--- src/rtl/core/csl_pkg.sv ---
// Package with shared constants, codes and types for the cursor sequence list.
`timescale 1ns / 1ps

package csl_pkg;

  // Default sizing of the list.
  localparam int unsigned DefCapacity  = 16;
  localparam int unsigned DefWordWidth = 32;

  // Fixed field widths of the command and result words.
  localparam int unsigned ActW    = 3;
  localparam int unsigned InWordW = 32;
  localparam int unsigned StatusW = 2;

  // Command actions.
  typedef enum logic [ActW-1:0] {
    ACT_START  = 3'd0,
    ACT_ADVANCE = 3'd1,
    ACT_INSERT = 3'd2,
    ACT_ATTACH = 3'd3,
    ACT_REMOVE = 3'd4
  } csl_action_e;

  // Result status codes.
  typedef enum logic [StatusW-1:0] {
    STS_OK       = 2'd0,
    STS_ADV_NONE = 2'd1,
    STS_FULL     = 2'd2,
    STS_REM_NONE = 2'd3
  } csl_status_e;

  // Operation applied to every cell of a stack together.
  typedef enum logic [1:0] {
    STK_HOLD = 2'd0,
    STK_PUSH = 2'd1,
    STK_POP  = 2'd2,
    STK_LOAD = 2'd3
  } csl_stk_op_e;

  // Sequencer states.
  typedef enum logic {
    ST_IDLE  = 1'b0,
    ST_DRAIN = 1'b1
  } csl_state_e;

endpackage

--- src/rtl/core/csl_if.sv ---
// Handshake interfaces for the command and result channels.
`timescale 1ns / 1ps

interface csl_cmd_if import csl_pkg::*; ();
  logic               valid;
  logic               ready;
  logic [ActW-1:0]    action;
  logic [InWordW-1:0] entry_value;

  modport source (output valid, output action, output entry_value, input ready);
  modport sink   (input valid, input action, input entry_value, output ready);
endinterface

interface csl_res_if import csl_pkg::*; #(
  parameter int unsigned CntW = 5
) ();
  logic               valid;
  logic               ready;
  logic [CntW-1:0]    entry_count;
  logic               has_current;
  logic [InWordW-1:0] current_value;
  logic [StatusW-1:0] status;

  modport source (output valid, output entry_count, output has_current,
                  output current_value, output status, input ready);
  modport sink   (input valid, input entry_count, input has_current,
                  input current_value, input status, output ready);
endinterface

--- src/rtl/core/csl_cell.sv ---
// One storage cell of a stack chain: holds a word or takes a neighbour's word.
`timescale 1ns / 1ps

module csl_cell import csl_pkg::*; #(
  parameter int unsigned WordW = DefWordWidth
) (
  input  logic              clk_i,
  input  csl_stk_op_e       op_i,
  input  logic [WordW-1:0]  push_i,
  input  logic [WordW-1:0]  pop_i,
  output logic [WordW-1:0]  word_o
);

  logic [WordW-1:0] word_q;
  logic [WordW-1:0] word_d;

  // Select the word this cell holds after the edge.
  always_comb begin
    case (op_i)
      STK_PUSH: word_d = push_i;
      STK_LOAD: word_d = push_i;
      STK_POP:  word_d = pop_i;
      default:  word_d = word_q;
    endcase
  end

  // Payload storage needs no reset.
  always_ff @(posedge clk_i) begin
    word_q <= word_d;
  end

  assign word_o = word_q;

endmodule

--- src/rtl/core/csl_stack.sv ---
// A stack built as a chain of cells; cell 0 is the top of the stack.
`timescale 1ns / 1ps

module csl_stack import csl_pkg::*; #(
  parameter int unsigned Depth = DefCapacity,
  parameter int unsigned WordW = DefWordWidth
) (
  input  logic              clk_i,
  input  csl_stk_op_e       op_i,
  input  logic [WordW-1:0]  word_i,
  output logic [WordW-1:0]  top_o
);

  logic [WordW-1:0] cell_word [Depth];

  for (genvar j = 0; j < Depth; j++) begin : g_cell
    csl_stk_op_e      cell_op;
    logic [WordW-1:0] cell_push;
    logic [WordW-1:0] cell_pop;

    // A load only replaces the top word; deeper cells keep theirs.
    if (j == 0) begin : g_top
      assign cell_op   = op_i;
      assign cell_push = word_i;
    end else begin : g_inner
      assign cell_op   = (op_i == STK_LOAD) ? STK_HOLD : op_i;
      assign cell_push = cell_word[j-1];
    end

    // The deepest cell has nothing below it to pull up.
    if (j == Depth - 1) begin : g_last
      assign cell_pop = cell_word[j];
    end else begin : g_mid
      assign cell_pop = cell_word[j+1];
    end

    csl_cell #(
      .WordW (WordW)
    ) u_cell (
      .clk_i  (clk_i),
      .op_i   (cell_op),
      .push_i (cell_push),
      .pop_i  (cell_pop),
      .word_o (cell_word[j])
    );
  end

  assign top_o = cell_word[0];

endmodule

--- src/rtl/core/cursor_sequence_list.sv ---
// Top level of the cursor sequence list: sequencer around two cell stacks.
`timescale 1ns / 1ps
//
// Usage: commands arrive on cmd_i (action, entry_value) and each yields one
// result word on res_o (entry_count, has_current, current_value, status).
// A word moves when valid and ready are both high at a rising edge.
// The list is held as two stacks of cells: the right stack holds the
// current word on top and the words after it, the left stack holds the
// words before the cursor with the nearest one on top. On a push or pop
// a stack moves all its cells to a neighbour at the same edge.
// Advance, attach, remove, and insert with a current word give their
// result in the cycle after the command is taken.
// Start, and insert without a current word into a list that is not full,
// first move the left stack into the right stack one word a cycle; insert
// then pushes its word, and the result follows once the left stack is empty.
// Throughput: a new command is taken while the previous result is being
// taken, so commands with no drain run one per cycle while res_o is ready.
// Reset empties the list and clears the cursor and the result valid.
// While the receiver stalls, the result is held and no command is taken.
//

module cursor_sequence_list import csl_pkg::*; #(
  parameter int unsigned CAPACITY   = DefCapacity,
  parameter int unsigned WORD_WIDTH = DefWordWidth
) (
  input  logic      clk_i,
  input  logic      rst_ni,
  csl_cmd_if.sink   cmd_i,
  csl_res_if.source res_o
);

  localparam int unsigned CntW   = $clog2(CAPACITY + 1);
  localparam int unsigned StoreW = (WORD_WIDTH < InWordW) ? WORD_WIDTH : InWordW;

  csl_state_e       state_q, state_d;
  logic [CntW-1:0]  left_cnt_q, left_cnt_d;
  logic [CntW-1:0]  right_cnt_q, right_cnt_d;
  logic             out_valid_q, out_valid_d;
  csl_status_e      status_q, status_d;
  logic             pend_ins_q, pend_ins_d;
  logic [StoreW-1:0] pend_word_q, pend_word_d;

  csl_stk_op_e      left_op, right_op;
  logic [StoreW-1:0] right_in;
  logic [StoreW-1:0] left_top, right_top;
  logic [StoreW-1:0] cmd_word;

  csl_action_e      act;
  logic             cmd_fire;
  logic             has_cur;
  logic             full;
  logic             need_drain;

  // Command decode.
  assign act      = csl_action_e'(cmd_i.action);
  assign cmd_word = cmd_i.entry_value[StoreW-1:0];
  assign cmd_i.ready = (state_q == ST_IDLE) && (!out_valid_q || res_o.ready);
  assign cmd_fire = cmd_i.valid && cmd_i.ready;
  assign has_cur  = (right_cnt_q != '0);
  assign full     = ((left_cnt_q + right_cnt_q) == CntW'(CAPACITY));
  assign need_drain = (left_cnt_q != '0) &&
                      ((act == ACT_START) || ((act == ACT_INSERT) && !has_cur && !full));

  // Next state of the sequencer.
  always_comb begin
    state_d = state_q;
    case (state_q)
      ST_IDLE: begin
        if (cmd_fire && need_drain) begin
          state_d = ST_DRAIN;
        end
      end
      ST_DRAIN: begin
        if (left_cnt_q == '0) begin
          state_d = ST_IDLE;
        end
      end
      default: state_d = ST_IDLE;
    endcase
  end

  // Stack operations, counts and result control.
  always_comb begin
    left_op     = STK_HOLD;
    right_op    = STK_HOLD;
    right_in    = cmd_word;
    left_cnt_d  = left_cnt_q;
    right_cnt_d = right_cnt_q;
    status_d    = status_q;
    pend_ins_d  = pend_ins_q;
    pend_word_d = pend_word_q;
    out_valid_d = out_valid_q && !res_o.ready;
    case (state_q)
      ST_IDLE: begin
        if (cmd_fire) begin
          status_d    = STS_OK;
          pend_ins_d  = (act == ACT_INSERT);
          pend_word_d = cmd_word;
          if (!need_drain) begin
            out_valid_d = 1'b1;
          end
          case (act)
            ACT_ADVANCE: begin
              if (!has_cur) begin
                status_d = STS_ADV_NONE;
              end else begin
                left_op     = STK_PUSH;
                right_op    = STK_POP;
                left_cnt_d  = left_cnt_q + 1'b1;
                right_cnt_d = right_cnt_q - 1'b1;
              end
            end
            ACT_INSERT: begin
              if (full) begin
                status_d = STS_FULL;
              end else if (has_cur || (left_cnt_q == '0)) begin
                right_op    = STK_PUSH;
                right_cnt_d = right_cnt_q + 1'b1;
              end
            end
            ACT_ATTACH: begin
              if (full) begin
                status_d = STS_FULL;
              end else if (has_cur) begin
                // Current word moves behind the cursor; the new word replaces it.
                left_op    = STK_PUSH;
                right_op   = STK_LOAD;
                left_cnt_d = left_cnt_q + 1'b1;
              end else begin
                right_op    = STK_PUSH;
                right_cnt_d = right_cnt_q + 1'b1;
              end
            end
            ACT_REMOVE: begin
              if (!has_cur) begin
                status_d = STS_REM_NONE;
              end else begin
                right_op    = STK_POP;
                right_cnt_d = right_cnt_q - 1'b1;
              end
            end
            default: begin
            end
          endcase
        end
      end
      ST_DRAIN: begin
        if (left_cnt_q != '0) begin
          // Move the word nearest the cursor onto the right stack.
          left_op     = STK_POP;
          right_op    = STK_PUSH;
          right_in    = left_top;
          left_cnt_d  = left_cnt_q - 1'b1;
          right_cnt_d = right_cnt_q + 1'b1;
        end else begin
          if (pend_ins_q) begin
            right_op    = STK_PUSH;
            right_in    = pend_word_q;
            right_cnt_d = right_cnt_q + 1'b1;
          end
          out_valid_d = 1'b1;
        end
      end
      default: begin
      end
    endcase
  end

  // Control registers.
  always_ff @(posedge clk_i or negedge rst_ni) begin
    if (!rst_ni) begin
      state_q     <= ST_IDLE;
      left_cnt_q  <= '0;
      right_cnt_q <= '0;
      out_valid_q <= 1'b0;
      pend_ins_q  <= 1'b0;
    end else begin
      state_q     <= state_d;
      left_cnt_q  <= left_cnt_d;
      right_cnt_q <= right_cnt_d;
      out_valid_q <= out_valid_d;
      pend_ins_q  <= pend_ins_d;
    end
  end

  // Payload registers.
  always_ff @(posedge clk_i) begin
    status_q    <= status_d;
    pend_word_q <= pend_word_d;
  end

  // Words before the cursor, nearest on top.
  csl_stack #(
    .Depth (CAPACITY),
    .WordW (StoreW)
  ) u_left (
    .clk_i  (clk_i),
    .op_i   (left_op),
    .word_i (right_top),
    .top_o  (left_top)
  );

  // Current word on top, followed by the rest of the list.
  csl_stack #(
    .Depth (CAPACITY),
    .WordW (StoreW)
  ) u_right (
    .clk_i  (clk_i),
    .op_i   (right_op),
    .word_i (right_in),
    .top_o  (right_top)
  );

  // The result word reflects the list as it stands after the command.
  assign res_o.valid         = out_valid_q;
  assign res_o.entry_count   = left_cnt_q + right_cnt_q;
  assign res_o.has_current   = has_cur;
  assign res_o.current_value = has_cur ? InWordW'(right_top) : '0;
  assign res_o.status        = status_q;

endmodule
--- src/flat_wrapper.sv ---
// flat-port wrapper written by rule: the top's interface ports become plain ports
module cursor_sequence_list_flat import csl_pkg::*;
#(
  parameter int unsigned CAPACITY   = DefCapacity,
  parameter int unsigned WORD_WIDTH = DefWordWidth
)
  (clk_i, rst_ni, cmd_i_valid, cmd_i_action, cmd_i_entry_value, cmd_i_ready, res_o_valid, res_o_entry_count, res_o_has_current, res_o_current_value, res_o_status, res_o_ready);
  csl_cmd_if cmd_i_i ();
  csl_res_if res_o_i ();
  input  logic clk_i;
  input  logic rst_ni;
  input wire logic [$bits(cmd_i_i.valid)-1:0] cmd_i_valid;
  input wire logic [$bits(cmd_i_i.action)-1:0] cmd_i_action;
  input wire logic [$bits(cmd_i_i.entry_value)-1:0] cmd_i_entry_value;
  output wire logic [$bits(cmd_i_i.ready)-1:0] cmd_i_ready;
  output wire logic [$bits(res_o_i.valid)-1:0] res_o_valid;
  output wire logic [$bits(res_o_i.entry_count)-1:0] res_o_entry_count;
  output wire logic [$bits(res_o_i.has_current)-1:0] res_o_has_current;
  output wire logic [$bits(res_o_i.current_value)-1:0] res_o_current_value;
  output wire logic [$bits(res_o_i.status)-1:0] res_o_status;
  input wire logic [$bits(res_o_i.ready)-1:0] res_o_ready;
  assign cmd_i_i.valid = cmd_i_valid;
  assign cmd_i_i.action = cmd_i_action;
  assign cmd_i_i.entry_value = cmd_i_entry_value;
  assign cmd_i_ready = cmd_i_i.ready;
  assign res_o_valid = res_o_i.valid;
  assign res_o_entry_count = res_o_i.entry_count;
  assign res_o_has_current = res_o_i.has_current;
  assign res_o_current_value = res_o_i.current_value;
  assign res_o_status = res_o_i.status;
  assign res_o_i.ready = res_o_ready;
  cursor_sequence_list #(.CAPACITY(CAPACITY), .WORD_WIDTH(WORD_WIDTH)) u_core (.clk_i(clk_i), .rst_ni(rst_ni), .cmd_i(cmd_i_i), .res_o(res_o_i));
endmodule
--- config.mk ---
export PLATFORM = sky130hd
export DESIGN_NAME = cursor_sequence_list_flat
export DESIGN_NICKNAME = d
export VERILOG_FILES = /design/src/rtl/core/csl_pkg.sv /design/src/rtl/core/csl_if.sv /design/src/rtl/core/csl_cell.sv /design/src/rtl/core/csl_stack.sv /design/src/rtl/core/cursor_sequence_list.sv /design/src/flat_wrapper.sv
export SDC_FILE = /design/constraint.sdc
export NUM_CORES = 2
export LEC_CHECK = 0
export ABC_CLOCK_PERIOD_IN_PS = 22100
export BUFFER_PORTS_ARGS = -buffer_cell sky130_fd_sc_hd__buf_2
export CAP_MARGIN = 15
export CELL_PAD_IN_SITES_DETAIL_PLACEMENT = 2
export CELL_PAD_IN_SITES_GLOBAL_PLACEMENT = 2
export CORE_ASPECT_RATIO = 1.75
export CORE_MARGIN = 5
export CORE_UTILIZATION = 27
export CTS_BUF_LIST = sky130_fd_sc_hd__clkbuf_8 sky130_fd_sc_hd__clkbuf_16
export DETAILED_ROUTE_END_ITERATION = 8
export HOLD_SLACK_MARGIN = 0.02
export PLACE_DENSITY = 0.51
export REMOVE_ABC_BUFFERS = 1
export SYNTH_ARGS = -nofsm -noshare
export SYNTH_HDL_FRONTEND = slang
export SYNTH_SLANG_ARGS = --single-unit
--- constraint.sdc ---
create_clock -name clk_i -period 22.1 [get_ports clk_i]
set_input_delay 3.315 -clock clk_i [delete_from_list [all_inputs] [get_ports clk_i]]
set_output_delay 3.315 -clock clk_i [all_outputs]
set_load 0.005 [all_outputs]
* Word level (Yosys, flattened, before mapping)
Cells that the tools add are included.
** Word-level totals
- Logic and storage cells :: 182
- Output and inout bits :: 42
- Register bits :: 1071
- Input bits :: 39
** Cells by class
- Reductions and logical operators :: 31
- Equal/unequal tests :: 27
- Bitwise gates (word level) :: 1
- Add/sub/neg operators :: 5
- Muxes and demuxes :: 79
** Operator list (count)
- $pmux 32 s2 :: 30
- $mux 32 :: 4
- $mux 5 :: 12
- $pmux 5 s2 :: 3
- $mux 2 :: 12
- $ne 3x3->1 const B :: 6
- $eq 2x2->1 const B :: 8
- $pmux 5 s3 :: 1
- $pmux 2 s2 :: 3
- $pmux 2 s3 :: 2
- $reduce_or 2->1 :: 6
- $add 5x1->5 const B :: 2
- $mux 1 :: 10
- $reduce_bool 5->1 :: 2
- $sub 5x1->5 const B :: 2
- $eq 2x1->1 const B :: 4
- $reduce_and 8->1 :: 1
- $reduce_bool 2->1 :: 4
- $logic_and 1x1->1 :: 7
- $eq 3x2->1 const B :: 2
- $add 5x5->5 :: 1
- $eq 5x5->1 const B :: 1
- $logic_not 5->1 :: 1
- $logic_not 1->1 :: 4
- other kinds (12) :: 15

* Logic depth before layout (Yosys ltp)
- Depth in word-level cells :: 12
- Gate-level depth with buffers :: 15
- Mapped depth without buffers :: 12

* Modules after synthesis
A second synthesis with hierarchy kept.
** Second synthesis, totals
- Cells, all modules :: 2552
- Area total of the unflattened synthesis :: 51858.5 sq um
** By module, submodules not included
- csl_cell :: area an instance 1525.2 sq um, instances 32, cells an instance 70, seq. area each 960.9 sq um
- cursor_sequence_list :: area an instance 3021.6 sq um, instances 1, cells an instance 308, seq. area each 1346.3 sq um
- csl_stack :: area an instance 15.0 sq um, instances 2, cells an instance 2, seq. area each 0.0 sq um

* Least setup slack after synthesis
No wires, ideal clock.
- Path kind :: in2reg
- Start :: in res_o_ready
- End :: reg u_core.u_left.g_cell[10].u_cell.word_q[0] (enable)
- Path buffers :: 0
- Stages :: 7
- Data arrival time :: 16.408 ns
- Data required time :: 21.206 ns
- Setup time :: 0.894 ns
- Setup slack :: 4.798 ns
- Cells stage by stage :: nor2b_1 > nor2_1 > nand2_1 > inv_1 > and3_1 > o41a_1 > nand2b_1
** On the way
- Word-level cells in the longest chain between the ends :: 10
- Elaborated cells between the ends (all ways) :: 12
** Ends and longest elaborated chain
- from (decl) :: RTL line flat_wrapper.sv:21 : input wire logic [$bits(res_o_i.ready)-1:0] res_o_ready;
- $logic_or 1x1->1 (*) :: RTL line cursor_sequence_list.sv:57 : assign cmd_i.ready = (state_q == ST_IDLE) && (!out_valid_q || res_o.ready);
- $logic_and 1x1->1 (*) :: RTL line cursor_sequence_list.sv:57
- via cmd_i_ready :: RTL line flat_wrapper.sv:15 : output wire logic [$bits(cmd_i_i.ready)-1:0] cmd_i_ready;
- $logic_and 1x1->1 (*) :: RTL line cursor_sequence_list.sv:58 : assign cmd_fire = cmd_i.valid && cmd_i.ready;
- $mux 2 (*) :: RTL line cursor_sequence_list.sv:95 : if (cmd_fire) begin
- $pmux 2 s2 (*) :: RTL line cursor_sequence_list.sv:93 : case (state_q)
- $eq 2x2->1 :: RTL line csl_stack.sv:26 : assign cell_op = (op_i == STK_LOAD) ? STK_HOLD : op_i;
- $mux 2 (*) :: RTL line csl_stack.sv:26
- $eq 2x1->1 / $eq 2x2->1 (equally long branches) :: RTL line csl_cell.sv:19 : case (op_i)
- $reduce_or 2->1 (no source line)
- $reduce_bool 2->1 (no source line) (*)
- to (signal assigned) :: RTL line csl_cell.sv:29 : word_q <= word_d;
- to (decl) :: RTL line csl_cell.sv:14 : logic [WordW-1:0] word_q;
Mark *: on every way through the listed nets, which the timed path passes. The rest lies on a longest branch.
A chain may end at the register's enable or synchronous reset.

* Worst setup path after layout
- Start :: in res_o_ready
- End :: out cmd_i_ready
** On the way
- Word-level cells in the longest chain between the ends :: 2
** Ends and longest elaborated chain (RTL line)
- $logic_or 1x1->1 :: cursor_sequence_list.sv:57
- $logic_and 1x1->1 :: cursor_sequence_list.sv:57
- to (decl) :: flat_wrapper.sv:15
No other way between the ends.

==> flow_metrics.env <==
export IMPL_grt_pass1_wl_mm=163.6
export IMPL_routedWlPerCell_um=17.71
export IMPL_netlist_area_sq_um=45100
export IMPL_drtPass1Iterations=5
export IMPL_synth_seq_cells=1071
export IMPL_syn_inst=3456
export IMPL_cts_tree="yes"
export IMPL_yosys_area_top_type="edfxtp_1"
export IMPL_grt_usage=0.1137
export IMPL_report_final_slew_viol_count=0
export IMPL_drive_above_1_share=0.2056
export IMPL_min_from="u_core.u_left.g_cell[14].u_cell.word_o[13]"
export IMPL_first_global_vias=28210
export IMPL_tightestPinTransition_ns=1.176
export IMPL_maxCapViolCount=0
export IMPL_rr_startpoint="u_core.right_cnt_q[1]"
export IMPL_powerDensity_nw_per_um2=174.4
export IMPL_hp_class="reg2reg"
export IMPL_cts_sinks=1071
export IMPL_crit_fanout=2
export IMPL_synth_edf_count=1058
export IMPL_peakVddDrop_v=0.0001482
export IMPL_numCtsBuffers=105
export IMPL_dp_cells=5580
export IMPL_ant_nets=0
export IMPL_dp_hpwl_mm=59.70
export IMPL_status="complete, no violations"
export IMPL_required_ns=18.78
export IMPL_cts_resized=0
export IMPL_fillerInstances=17440
export IMPL_yosys_warnings=0
export IMPL_nets=3541
export IMPL_seqCellArea_sq_um=32100
export IMPL_synthArstFlopShare=0.01214
export IMPL_area_growth_pct=13.65
export IMPL_synthTopCellsByArea="edfxtp_1 (70%), nand2_1 (13%), mux2_2 (11%), clkbuf_1 (1.4%), o21ai_0 (0.78%)"
export IMPL_setup_slack_ns=15.02
export IMPL_critPathKind="in2out"
export IMPL_post_cts_buffers=0
export IMPL_fin_crit_ns=7.079
export IMPL_dieArea_sq_um=175600
export IMPL_root_buffer="clkbuf_16"
export IMPL_r2r_slack_ns=16.15
export IMPL_port_buffers=80
export IMPL_synth_most_common_cell="nand2_1"
export IMPL_globalplace_congestion=0.6799
export IMPL_viasPerCell=4.372
export IMPL_end_kind="primary output"
export IMPL_reg2reg_to="u_core.u_right.g_cell[11].u_cell.word_o[17]"
export IMPL_startpoint_type="input pin"
export IMPL_finalPower_mw=8.940
export IMPL_vias=25270
export IMPL_ys_seq_area_frac=0.7116
export IMPL_drt_iter0_drc=1519
export IMPL_clock_path_buffers=3
export IMPL_dp_slack_ns=14.27
export IMPL_grt_max_degree=207
export IMPL_endpoint="cmd_i_ready"
export IMPL_synth_top_area_frac=0.7044
export IMPL_path_clk_slew_ns=0.06
export IMPL_synth_cell_types=46
export IMPL_critical_path_startpoint="res_o_ready"
export IMPL_core_sq_um=166200
export IMPL_stdcell_count=5779
export IMPL_drc=0
export IMPL_hold_viol=0
export IMPL_fin_skew_ns=0.02852
export IMPL_final_util=0.3084
export IMPL_setup_viol=0
export IMPL_grt_remaining_overflow=0
export IMPL_multi_input_area_sq_um=12310
export IMPL_avgSynthCellArea_sq_um=13.05
export IMPL_hold_buffers=0
export IMPL_max_slew_margin=0.2162
export IMPL_synth_ff_type="edfxtp_1"
export IMPL_arrival_ns=3.76
export IMPL_period_share=0.3203
export IMPL_hold_worst_slack_ns=0.4458
export IMPL_io_pins=81
export IMPL_start_util=0.2713
export IMPL_clock_latency_ns=0.69
export IMPL_die_h_um=550.7
export IMPL_die_x_um=319.0
export IMPL_totalWireLength_mm=102.4
export IMPL_leakage_nw=19.15
export IMPL_timing_fmax_mhz=141.3
export IMPL_antenna_found_initial=8
export IMPL_row_count=198
export IMPL_rsz0062_at_grt="no"
export IMPL_synth_common_cells="nand2_1 (1509), edfxtp_1 (1058), mux2_2 (449), clkbuf_1 (166), o21ai_0 (70)"
export IMPL_r2r_cells=11
export IMPL_h_tree_depth=3
stage by stage:
step | TNS, ns | area, sq um
final | 0 | 51260
after global routing | 0 | 51250
after CTS | 0 | 51250
after detailed placement | 0 | 47900
after global placement | 0 | 47880
after floorplan | -4142.87 | 44390
power by group:
group | switching (mW) | leakage (nW) | total, mW | internal [mW]
Clock | 0.802 | 1.74 | 1.79 | 0.992
Combinational | 1.67 | 6.83 | 2.57 | 0.899
Sequential | 0.586 | 10.6 | 4.58 | 3.99
Total | 3.05 | 19.2 | 8.94 | 5.88
layout by cell type (no fill, tap or decap), drive strengths merged, types with 2 or more instances in the layout:
cell type,synthesis,layout
a21oi,9,9
nand2b,5,5
mux2,450,450
ha,13,13
o311ai,3,3
edfxtp,1058,1058
and2,34,34
nor2b,3,3
inv,13,35
diode,0,4
nor2,11,11
buf,19,109
o21a,2,2
xnor2,13,13
nor3,4,4
clkinv,0,50
fa,2,2
o31a,2,2
nand2,1509,1509
or3,3,3
clkinvlp,0,4
o21ai,70,70
clkbuf,166,110
o22ai,32,32
xor2,3,3
a21o,3,3
bufinv,0,9
dfrtp,13,13
nand4,2,2
how the worst min path moves through the flow:
stage | endpoint | slack [ns] | cells after the start
after floorplan | u_core.u_right.g_cell[15].u_cell.word_o[0] | 0.42 | 0
after global placement | u_core.u_right.g_cell[15].u_cell.word_o[29] | 0.42 | 0
after detailed placement | u_core.u_right.g_cell[15].u_cell.word_o[22] | 0.43 | 0
after CTS | u_core.u_left.g_cell[15].u_cell.word_o[13] | 0.45 | 0
after global routing | u_core.u_left.g_cell[15].u_cell.word_o[13] | 0.46 | 0
final | u_core.u_left.g_cell[15].u_cell.word_o[13] | 0.45 | 0
cell type report:
type                            instances  share of cell area
Sequential cell                      1071              0.6262
Clock buffer                          110             0.05304
Tap cell                             2200             0.05370
Antenna cell                            4           0.0001953
Timing Repair Buffer                  109             0.01352
Clock inverter                         85             0.01228
Inverter                               13           0.0009519
Multi-Input combinational cell       2187              0.2402
critical path, cell delays in order:
cell and delay (ns):
buf_2 0.09, nor2b_1 0.15, nor2_1 0.08, buf_2 0.13
layer usage:
| metal | GRT usage | up-vias | wire length, um |
|---|---|---|---|
| met2 | 0.1894 | 214 | 48090 |
| met3 | 0.02171 | 122 | 3616 |
| met1 | 0.1542 | 12820 | 48680 |
| li1 | - | 12100 | - |
| met4 | 0.02853 | 6 | 1953 |
| met5 | 0 | - | 36 |
flip-flops by register name (all words and copies together) (netlist names):
signal	count
u_core.res_o.valid	1
u_core.u_right.g_cell.u_cell.word_o	512
u_core.pend_ins_q	1
u_core.res_o.status	2
u_core.state_q	1
u_core.u_left.g_cell.u_cell.word_o	512
u_core.right_cnt_q	5
u_core.left_cnt_q	5
u_core.pend_word_q	32
logic make-up (layout without fill, tap and decap cells):
family | count (synthesis) | in the layout | synth area share
mux | 451 | 451 | 0.1127
compound gates | 127 | 127 | 0.01620
buf+inv | 198 | 317 | 0.01701
simple gates | 1578 | 1578 | 0.1349
fa+ha+maj | 15 | 15 | 0.004494
other cells | 0 | 4 | 0
xor+xnor | 16 | 16 | 0.003107
flops | 1071 | 1071 | 0.7116
Note: power is estimated with default switching activity, not from simulation.
